File: src/sv/mtep_pkg.sv
// ----------------------------------------------------------------------------
// MIDI track event parser package
// Shared types, status codes, result kinds and the status byte sizing helper.
// ----------------------------------------------------------------------------
package mtep_pkg;

  // Default width of the variable-length quantity accumulators.
  localparam int VlqBitsDefault = 28;

  // Width of the delta time reported with each result.
  localparam int DELTA_W = 28;

  // Parser phases, one-hot encoded.
  typedef enum logic [6:0] {
    PH_DELTA  = 7'b0000001,
    PH_STATUS = 7'b0000010,
    PH_DATA   = 7'b0000100,
    PH_MTYPE  = 7'b0001000,
    PH_LEN    = 7'b0010000,
    PH_SKIP   = 7'b0100000,
    PH_DONE   = 7'b1000000
  } phase_t;

  // Result kinds.
  localparam logic [2:0] KIND_EVENT    = 3'd0;
  localparam logic [2:0] KIND_TOO_LONG = 3'd1;
  localparam logic [2:0] KIND_SKIPPED  = 3'd2;
  localparam logic [2:0] KIND_END      = 3'd3;
  localparam logic [2:0] KIND_STRAY    = 3'd4;

  // Status and meta codes.
  localparam logic [7:0] ST_NOTE_OFF    = 8'h80;
  localparam logic [3:0] ST_NOTE_ON_HI  = 4'h9;
  localparam logic [7:0] ST_SYSTEM      = 8'hF0;
  localparam logic [7:0] ST_SYSEX       = 8'hF0;
  localparam logic [7:0] ST_SYSEX_ESC   = 8'hF7;
  localparam logic [7:0] ST_COMMON_LAST = 8'hF6;
  localparam logic [7:0] ST_META        = 8'hFF;
  localparam logic [7:0] META_END_TRACK = 8'h2F;
  localparam logic [6:0] VEL_RELEASE    = 7'h40;

  // Number of data bytes that follow a channel or system status byte.
  function automatic logic [1:0] data_len(input logic [7:0] s);
    logic [1:0] n;
    n = 2'd0;
    if (s < ST_SYSTEM) begin
      unique case (s[7:4]) inside
        4'hC, 4'hD: n = 2'd1;
        default:    n = 2'd2;
      endcase
    end else begin
      unique case (s) inside
        8'hF1, 8'hF3: n = 2'd1;
        8'hF2:        n = 2'd2;
        default:      n = 2'd0;
      endcase
    end
    return n;
  endfunction

endpackage

File: src/sv/midi_track_event_parser.sv
// ----------------------------------------------------------------------------
// MIDI track event parser
// Decodes track event bytes into one result per finished event.
// ----------------------------------------------------------------------------
// The parser takes one byte of track event data per clock cycle, save when a
// finishing byte stalls: every byte is decoded in the cycle it is accepted,
// and a finished event is written to a single result register. A byte that
// finishes no event is accepted even while a result waits to be taken; only a
// byte that finishes an event waits, and only while the result register is
// full and not being drained. Results therefore appear in the cycle after the
// byte that completes the event. Delta times and meta or sysex lengths are
// accumulated over VLQ_BITS bits; the delta time is reported in 28 bits.
// Configuration writes take effect at the next clock edge.
module midi_track_event_parser #(
  parameter int VLQ_BITS = mtep_pkg::VlqBitsDefault
) (
  input  logic       clk,
  input  logic       rst,
  // Configuration
  input  logic       cfg_write,
  input  logic [1:0] cfg_data,
  // Byte request channel
  input  logic       data_valid,
  output logic       data_ready,
  input  logic [7:0] data_byte,
  input  logic       track_start,
  // Result request channel
  output logic       result_valid,
  input  logic       result_ready,
  output logic [2:0] kind,
  output logic [mtep_pkg::DELTA_W-1:0] delta_ticks,
  output logic [7:0] status_byte,
  output logic [6:0] first_data,
  output logic [6:0] second_data,
  output logic [1:0] event_size
);
  import mtep_pkg::*;

  // Parser state.
  logic [1:0]          max_event_len;
  phase_t              phase;
  logic [VLQ_BITS-1:0] delta_accum;
  logic [7:0]          running_status;
  logic [7:0]          current_status;
  logic [1:0]          bytes_needed;
  logic [1:0]          byte_index;
  logic [6:0]          held_first;
  logic [VLQ_BITS-1:0] length_accum;
  logic                is_end_meta;

  // State after an optional track restart.
  phase_t              phase_cur;
  logic [VLQ_BITS-1:0] delta_cur;
  logic [7:0]          running_cur;
  logic [7:0]          current_cur;
  logic [1:0]          needed_cur;
  logic [1:0]          index_cur;
  logic [6:0]          held_cur;
  logic [VLQ_BITS-1:0] length_cur;
  logic                end_meta_cur;

  // Next state.
  phase_t              phase_next;
  logic [VLQ_BITS-1:0] delta_accum_next;
  logic [7:0]          running_status_next;
  logic [7:0]          current_status_next;
  logic [1:0]          bytes_needed_next;
  logic [1:0]          byte_index_next;
  logic [6:0]          held_first_next;
  logic [VLQ_BITS-1:0] length_accum_next;
  logic                is_end_meta_next;

  // Event completion and the result it produces.
  logic                fin_event;
  logic                fin_meta;
  logic                fin_stray;
  logic                emit_now;
  logic [6:0]          fin_second;
  logic [1:0]          ev_size;
  logic [6:0]          ev_first;
  logic [2:0]          kind_next;
  logic [7:0]          status_byte_next;
  logic [6:0]          first_data_next;
  logic [6:0]          second_data_next;
  logic [1:0]          event_size_next;
  logic                accept;

  // A track start clears the parser before the byte is decoded.
  always_comb begin
    if (track_start) begin
      phase_cur    = PH_DELTA;
      delta_cur    = '0;
      running_cur  = '0;
      current_cur  = '0;
      needed_cur   = '0;
      index_cur    = '0;
      held_cur     = '0;
      length_cur   = '0;
      end_meta_cur = 1'b0;
    end else begin
      phase_cur    = phase;
      delta_cur    = delta_accum;
      running_cur  = running_status;
      current_cur  = current_status;
      needed_cur   = bytes_needed;
      index_cur    = byte_index;
      held_cur     = held_first;
      length_cur   = length_accum;
      end_meta_cur = is_end_meta;
    end
  end

  // Byte decode for the current phase.
  always_comb begin
    phase_next          = phase_cur;
    delta_accum_next    = delta_cur;
    running_status_next = running_cur;
    current_status_next = current_cur;
    bytes_needed_next   = needed_cur;
    byte_index_next     = index_cur;
    held_first_next     = held_cur;
    length_accum_next   = length_cur;
    is_end_meta_next    = end_meta_cur;
    fin_event           = 1'b0;
    fin_meta            = 1'b0;
    fin_stray           = 1'b0;
    fin_second          = '0;

    unique case (phase_cur)
      PH_DELTA: begin
        delta_accum_next = {delta_cur[VLQ_BITS-8:0], data_byte[6:0]};
        if (!data_byte[7]) begin
          phase_next = PH_STATUS;
        end
      end
      PH_STATUS: begin
        if (!data_byte[7]) begin
          // Data byte: running status applies, or it is a stray byte.
          if (running_cur == '0) begin
            fin_stray = 1'b1;
          end else begin
            current_status_next = running_cur;
            bytes_needed_next   = data_len(running_cur);
            held_first_next     = data_byte[6:0];
            byte_index_next     = 2'd1;
            if (data_len(running_cur) <= 2'd1) begin
              fin_event = 1'b1;
            end else begin
              phase_next = PH_DATA;
            end
          end
        end else begin
          current_status_next = data_byte;
          if (data_byte == ST_META) begin
            phase_next = PH_MTYPE;
          end else if (data_byte == ST_SYSEX || data_byte == ST_SYSEX_ESC) begin
            is_end_meta_next  = 1'b0;
            length_accum_next = '0;
            phase_next        = PH_LEN;
          end else begin
            // Channel statuses set running status, system common clears it.
            if (data_byte < ST_SYSTEM) begin
              running_status_next = data_byte;
            end else if (data_byte <= ST_COMMON_LAST) begin
              running_status_next = '0;
            end
            bytes_needed_next = data_len(data_byte);
            byte_index_next   = 2'd0;
            if (data_len(data_byte) == 2'd0) begin
              fin_event = 1'b1;
            end else begin
              phase_next = PH_DATA;
            end
          end
        end
      end
      PH_DATA: begin
        if (index_cur == 2'd0) begin
          held_first_next = data_byte[6:0];
          byte_index_next = 2'd1;
          if (needed_cur <= 2'd1) begin
            fin_event = 1'b1;
          end
        end else begin
          byte_index_next = 2'd2;
          fin_second      = data_byte[6:0];
          fin_event       = 1'b1;
        end
      end
      PH_MTYPE: begin
        is_end_meta_next  = (data_byte == META_END_TRACK);
        length_accum_next = '0;
        phase_next        = PH_LEN;
      end
      PH_LEN: begin
        length_accum_next = {length_cur[VLQ_BITS-8:0], data_byte[6:0]};
        if (!data_byte[7]) begin
          if ({length_cur[VLQ_BITS-8:0], data_byte[6:0]} == '0) begin
            fin_meta = 1'b1;
          end else begin
            phase_next = PH_SKIP;
          end
        end
      end
      PH_SKIP: begin
        length_accum_next = length_cur - VLQ_BITS'(1);
        if (length_cur == VLQ_BITS'(1)) begin
          fin_meta = 1'b1;
        end
      end
      PH_DONE: begin
        phase_next = PH_DONE;
      end
      default: begin
        phase_next = PH_DELTA;
      end
    endcase
  end

  // Result formation.
  always_comb begin
    emit_now         = fin_event | fin_meta | fin_stray;
    ev_size          = bytes_needed_next + 2'd1;
    ev_first         = (bytes_needed_next != 2'd0) ? held_first_next : 7'd0;
    kind_next        = KIND_EVENT;
    status_byte_next = current_status_next;
    first_data_next  = '0;
    second_data_next = '0;
    event_size_next  = '0;

    if (fin_stray) begin
      kind_next        = KIND_STRAY;
      status_byte_next = '0;
      first_data_next  = data_byte[6:0];
    end else if (fin_meta) begin
      kind_next = is_end_meta_next ? KIND_END : KIND_SKIPPED;
    end else if (ev_size > max_event_len) begin
      kind_next       = KIND_TOO_LONG;
      event_size_next = ev_size;
    end else begin
      kind_next        = KIND_EVENT;
      first_data_next  = ev_first;
      second_data_next = fin_second;
      event_size_next  = ev_size;
      // A note-on with velocity zero is reported as a note-off.
      if (ev_size == 2'd3 && current_status_next[7:4] == ST_NOTE_ON_HI &&
          fin_second == 7'd0) begin
        status_byte_next = ST_NOTE_OFF | {4'h0, current_status_next[3:0]};
        second_data_next = VEL_RELEASE;
      end
    end
  end

  // Only a byte that finishes an event waits on a full result register.
  assign data_ready = !result_valid || result_ready || !emit_now;
  assign accept     = data_valid && data_ready;

  // Configuration register.
  always_ff @(posedge clk) begin
    if (rst) begin
      max_event_len <= 2'd3;
    end else if (cfg_write) begin
      max_event_len <= cfg_data;
    end
  end

  // Parser state registers; an emitted result clears the event fields.
  always_ff @(posedge clk) begin
    if (rst) begin
      phase          <= PH_DELTA;
      delta_accum    <= '0;
      running_status <= '0;
      current_status <= '0;
      bytes_needed   <= '0;
      byte_index     <= '0;
      held_first     <= '0;
      length_accum   <= '0;
      is_end_meta    <= 1'b0;
    end else if (accept) begin
      running_status <= running_status_next;
      current_status <= current_status_next;
      if (emit_now) begin
        phase        <= (kind_next == KIND_END) ? PH_DONE : PH_DELTA;
        delta_accum  <= '0;
        bytes_needed <= '0;
        byte_index   <= '0;
        held_first   <= '0;
        length_accum <= '0;
        is_end_meta  <= 1'b0;
      end else begin
        phase        <= phase_next;
        delta_accum  <= delta_accum_next;
        bytes_needed <= bytes_needed_next;
        byte_index   <= byte_index_next;
        held_first   <= held_first_next;
        length_accum <= length_accum_next;
        is_end_meta  <= is_end_meta_next;
      end
    end
  end

  // Result valid flag.
  always_ff @(posedge clk) begin
    if (rst) begin
      result_valid <= 1'b0;
    end else if (accept && emit_now) begin
      result_valid <= 1'b1;
    end else if (result_ready) begin
      result_valid <= 1'b0;
    end
  end

  // Result payload.
  always_ff @(posedge clk) begin
    if (accept && emit_now) begin
      kind        <= kind_next;
      delta_ticks <= DELTA_W'(delta_cur);
      status_byte <= status_byte_next;
      first_data  <= first_data_next;
      second_data <= second_data_next;
      event_size  <= event_size_next;
    end
  end

`ifndef NO_ASSERTIONS
  // A byte taken while a result is stalled must not finish an event.
  a_no_overwrite: assert property (@(posedge clk) disable iff (rst)
    (result_valid && !result_ready && accept) |-> !emit_now)
    else $error("byte accepted over a stalled result finished an event");

  // A track start leaves the parser reading a delta time or a status.
  a_track_restart: assert property (@(posedge clk) disable iff (rst)
    (accept && track_start) |=> (phase == PH_DELTA || phase == PH_STATUS))
    else $error("track start did not restart the parser");

  // A delivered event always carries its status byte in its size.
  a_event_size: assert property (@(posedge clk) disable iff (rst)
    (result_valid && kind == KIND_EVENT) |-> (event_size != 2'd0))
    else $error("delivered event with zero size");

  // A delivered three-byte note-on never carries velocity zero.
  a_note_on_vel: assert property (@(posedge clk) disable iff (rst)
    (result_valid && kind == KIND_EVENT && event_size == 2'd3 &&
     status_byte[7:4] == ST_NOTE_ON_HI) |-> (second_data != 7'd0))
    else $error("note-on with velocity zero was not converted");

  // Nothing but a track start finishes an event after end of track.
  a_done_quiet: assert property (@(posedge clk) disable iff (rst)
    (phase == PH_DONE && !track_start) |-> !emit_now)
    else $error("result produced after end of track");
`endif

endmodule
File: config.mk
export PLATFORM = sky130hd
export DESIGN_NAME = midi_track_event_parser
export DESIGN_NICKNAME = d
export VERILOG_FILES = /design/src/sv/mtep_pkg.sv /design/src/sv/midi_track_event_parser.sv
export SDC_FILE = /design/constraint.sdc
export NUM_CORES = 1
export LEC_CHECK = 0
export BUFFER_PORTS_ARGS = -buffer_cell sky130_fd_sc_hd__buf_4
export CAP_MARGIN = 25
export CORE_MARGIN = 8
export CORE_UTILIZATION = 30
export DETAILED_ROUTE_END_ITERATION = 10
export PLACE_DENSITY_LB_ADDON = 0.3
export SYNTH_ARGS = -nofsm -noshare
export SYNTH_HDL_FRONTEND = slang
export SYNTH_SLANG_ARGS = --single-unit
File: constraint.sdc
create_clock -name clk -period 20.7 [get_ports clk]
set_input_delay 6.21 -clock clk [delete_from_list [all_inputs] [get_ports clk]]
set_output_delay 6.21 -clock clk [all_outputs]
set_load 0.005 [all_outputs]
==> key figures <==
Min path
  – Worst hold path class: flop to flop
  – Hold Crit Depth: 2

STA
  – Setup ws final: roughly 5800 ps
  – Slew @ Worst Pin: between 1000 and 1500 ps
  – Hold Violations, Final: 0
  – Post-route clock skew: approximately 13 ps
  – Worst rel slew slack: 0.3131
  – Min Tclk post-route: around 15000 ps
  – Final hold slack: between 400 and 500 ps
  – Setup Viol. Count Final: 0
  – Highest clock rate: ~0.067 GHz
  – Fin crit share: 0.7213
  – Slew Limit Fails: 0
  – Unrepaired setup endpoints after global routing: no
  – Setup TNS: 0 ps

Clocking
  – Setup repair bufs after CTS: 0
  – CTS Buffer Depth: 2
  – Clock slew at reported path FFs: approximately 70 ps
  – Inserted Clock Buffers: 17
  – CTS sink cnt: between 100 and 150
  – Root buf cell: clkbuf_16
  – TritonCTS clock tree: yes
  – Post-CTS sizing: 0
  – CTS H-tree depth: 4
  – Post-CTS Hold Buffers: 0
  – Clock Latency Late Sink: 430 ps

Route
  – Post-route ant nets: 0
  – TritonRoute pass-1 iters: 7
  – Vias: roughly 6800
  – Iteration-0 DRC Markers: between 800 and 900
  – DRC violations left: 0
  – Wire length per cell: 19.70 um
  – Total Wirelength: roughly 24 mm
  – Via-per-instance ratio: approximately 5.6

Setup path
  – Arrival time worst endpoint: between 8000 and 9000 ps
  – Data required, critical path: between 10000 and 15000 ps
  – CP endpoint kind: output port
  – CP max FO: 76
  – Critical path startpoint category: input port
  – FF-to-FF path depth: 15
  – Worst setup path class: input port to output port

Final layout
  – Post-route cell area: approximately 9200 um2
  – Core Util, Final: 0.3553
  – Layout Nets: 884
  – Diode count: 0
  – Area growth syn-to-layout: 17.38%
  – Share of cells above drive strength 1: 0.1897

Placed design
  – Global placer's final weighted congestion: 0.8891
  – DP Worst Slack: just under 6000 ps
  – I/O Buffers: between 70 and 80
  – Placed inst area: ~8600 um2
  – DP HPWL: roughly 16 mm

Die
  – Chip width: approximately 180 um
  – Die area: 31410 um2
  – Die height: 177.2 um
  – # rows: between 50 and 60
  – Initial Utilization: 0.3027
  – Io pins: 73
  – Total core area: roughly 26000 um2

Logic synthesis
  – Yosys top cell by area: dfxtp_1
  – Syn Nets: approximately 840
  – Most frequent cells after synthesis: 94 x dfxtp_1, 87 x nand2_1, 58 x a21oi_1, 55 x edfxtp_1, 53 x nor2_1
  – Ys Warns: 0
  – #FFs+latches synth: approximately 150
  – Seq/Total Area, Yosys: 0.4531
  – Distinct cell type count after synthesis: 87
  – Top cells by area, synth: dfxtp_1 24%, edfxtp_1 21%, nand2_1 4.2%
  – Post-Syn Area: 7797 um2
  – Avg Inst Size Synth: 9.544 um2
  – Top_reg_cell synth: dfxtp_1
  – Post-synthesis cell count: 817
  – Area fraction of the dominant cell type after synthesis: 0.2413
  – Share of synthesized flip-flops with an asynchronous set or reset: 0
  – Most common cell in the netlist: dfxtp_1
  – Number of synthesized flops with an enable pin: 55

Global route
  – Largest net degree at the start of global routing: 77
  – GRT Util Overall: 0.1532
  – Initial antenna violation count: 1
  – First-pass GRT wire length: roughly 38 mm
  – Vias in the first global route: approximately 6400
  – GR Overflow Total: 0

Power
  – Switching Power: 170.0 uW
  – Sequential power share: 0.475
  – P_leak: between 0.003 and 0.004 uW
  – Peak VDD IR: ~53 uV
  – Comb power frac: 0.064
  – Power per cell area: about 70 nW/um2
  – Net Sw Frac: 0.2638
  – Clk pwr share: 0.461
  – P_int: about 470 uW

Status
  – Outcome: finished, final reports clean

Job
  – MaxCap Viol Count: 0
-- critical path, cell delays in order --
cell     delay, ps
buf_4           90
buf_4          650
or4_1          430
nor4_4         110
and3_2         270
a22oi_1        410
nand3_1        270
nand2_1        130
buf_4          110
-- flip-flops by register name (all words and copies together), names as in the netlist, 8 cells and up --
signal and count:
current_status 8, delta_accum 28, delta_ticks 28, length_accum 28, running_status 8, status_byte 8
-- stage by stage --
step                cells  total power (uW)
finish               1210             644.6
global placement     1176             353.1
detailed placement   1178             353.5
floorplan             817             340.4
global route         1210             668.2
CTS                  1210             650.2
-- layout make-up --
cell class	count	area, um2
inverters	25	93.84
clock buffers	17	425.4
fillers	2589	16610
multi-input cells	585	3897
well taps	335	419.2
clock inverters	15	135.1
repair buffers	84	648.1
flip-flops and latches	149	3533
-- power by group through the flow --
| stage | registers (uW) | clock network (uW) | logic, uW |
|---|---|---|---|
| 4_1_cts | 306 | 303 | 40.7 |
| 3_5_place_dp | 313 | 0 | 40.5 |
| 5_1_grt | 307 | 318 | 43.9 |
| 6_report | 306 | 297 | 41.1 |
| 2_1_floorplan | 312 | 0 | 28.0 |
| 3_3_place_gp | 313 | 0 | 40.2 |
-- layer usage --
| metal | GRT usage | vias up | routed length [um] |
|---|---|---|---|
| met1 | 0.2205 | 3245 | 10990 |
| met4 | 0.05254 | 2 | 478 |
| met3 | 0.04011 | 41 | 2158 |
| li1 | - | 3170 | - |
| met5 | 0 | - | 13 |
| met2 | 0.2160 | 306 | 10200 |
-- cells in the final DEF (no fill, tap or decap), drive strengths merged, types with 20 or more instances in the layout --
cell,count
buf,84
nor2b,33
nor2,57
a21oi,58
nand2,89
nor3,24
a22o,28
nor4,23
dfxtp,94
inv,32
o21ai,41
edfxtp,55
nand3,20
-- path summary, 6_finish.rpt --
path                          startpoint                           to  slack (ps)
max reg2reg        phase[3]$_SDFFE_PP0P_      first_data[2]$_DFFE_PP_       16020
max                          track_start                   data_ready        5770
min reg2reg  delta_accum[5]$_SDFFE_PP0P_  delta_accum[5]$_SDFFE_PP0P_         440
min          delta_accum[5]$_SDFFE_PP0P_  delta_accum[5]$_SDFFE_PP0P_         440
-- logic make-up (layout without fill, tap and decap cells) --
logic type,after synthesis,after routing,share of synthesized area
mux,12,12,0.01540
flops,149,149,0.4531
compound gates,248,248,0.2455
fa+ha+maj,6,6,0.009627
xor+xnor,12,12,0.01348
buf+inv,83,141,0.04878
simple gates,307,307,0.2141
No activity file was read; power rests on OpenSTA's default activity.
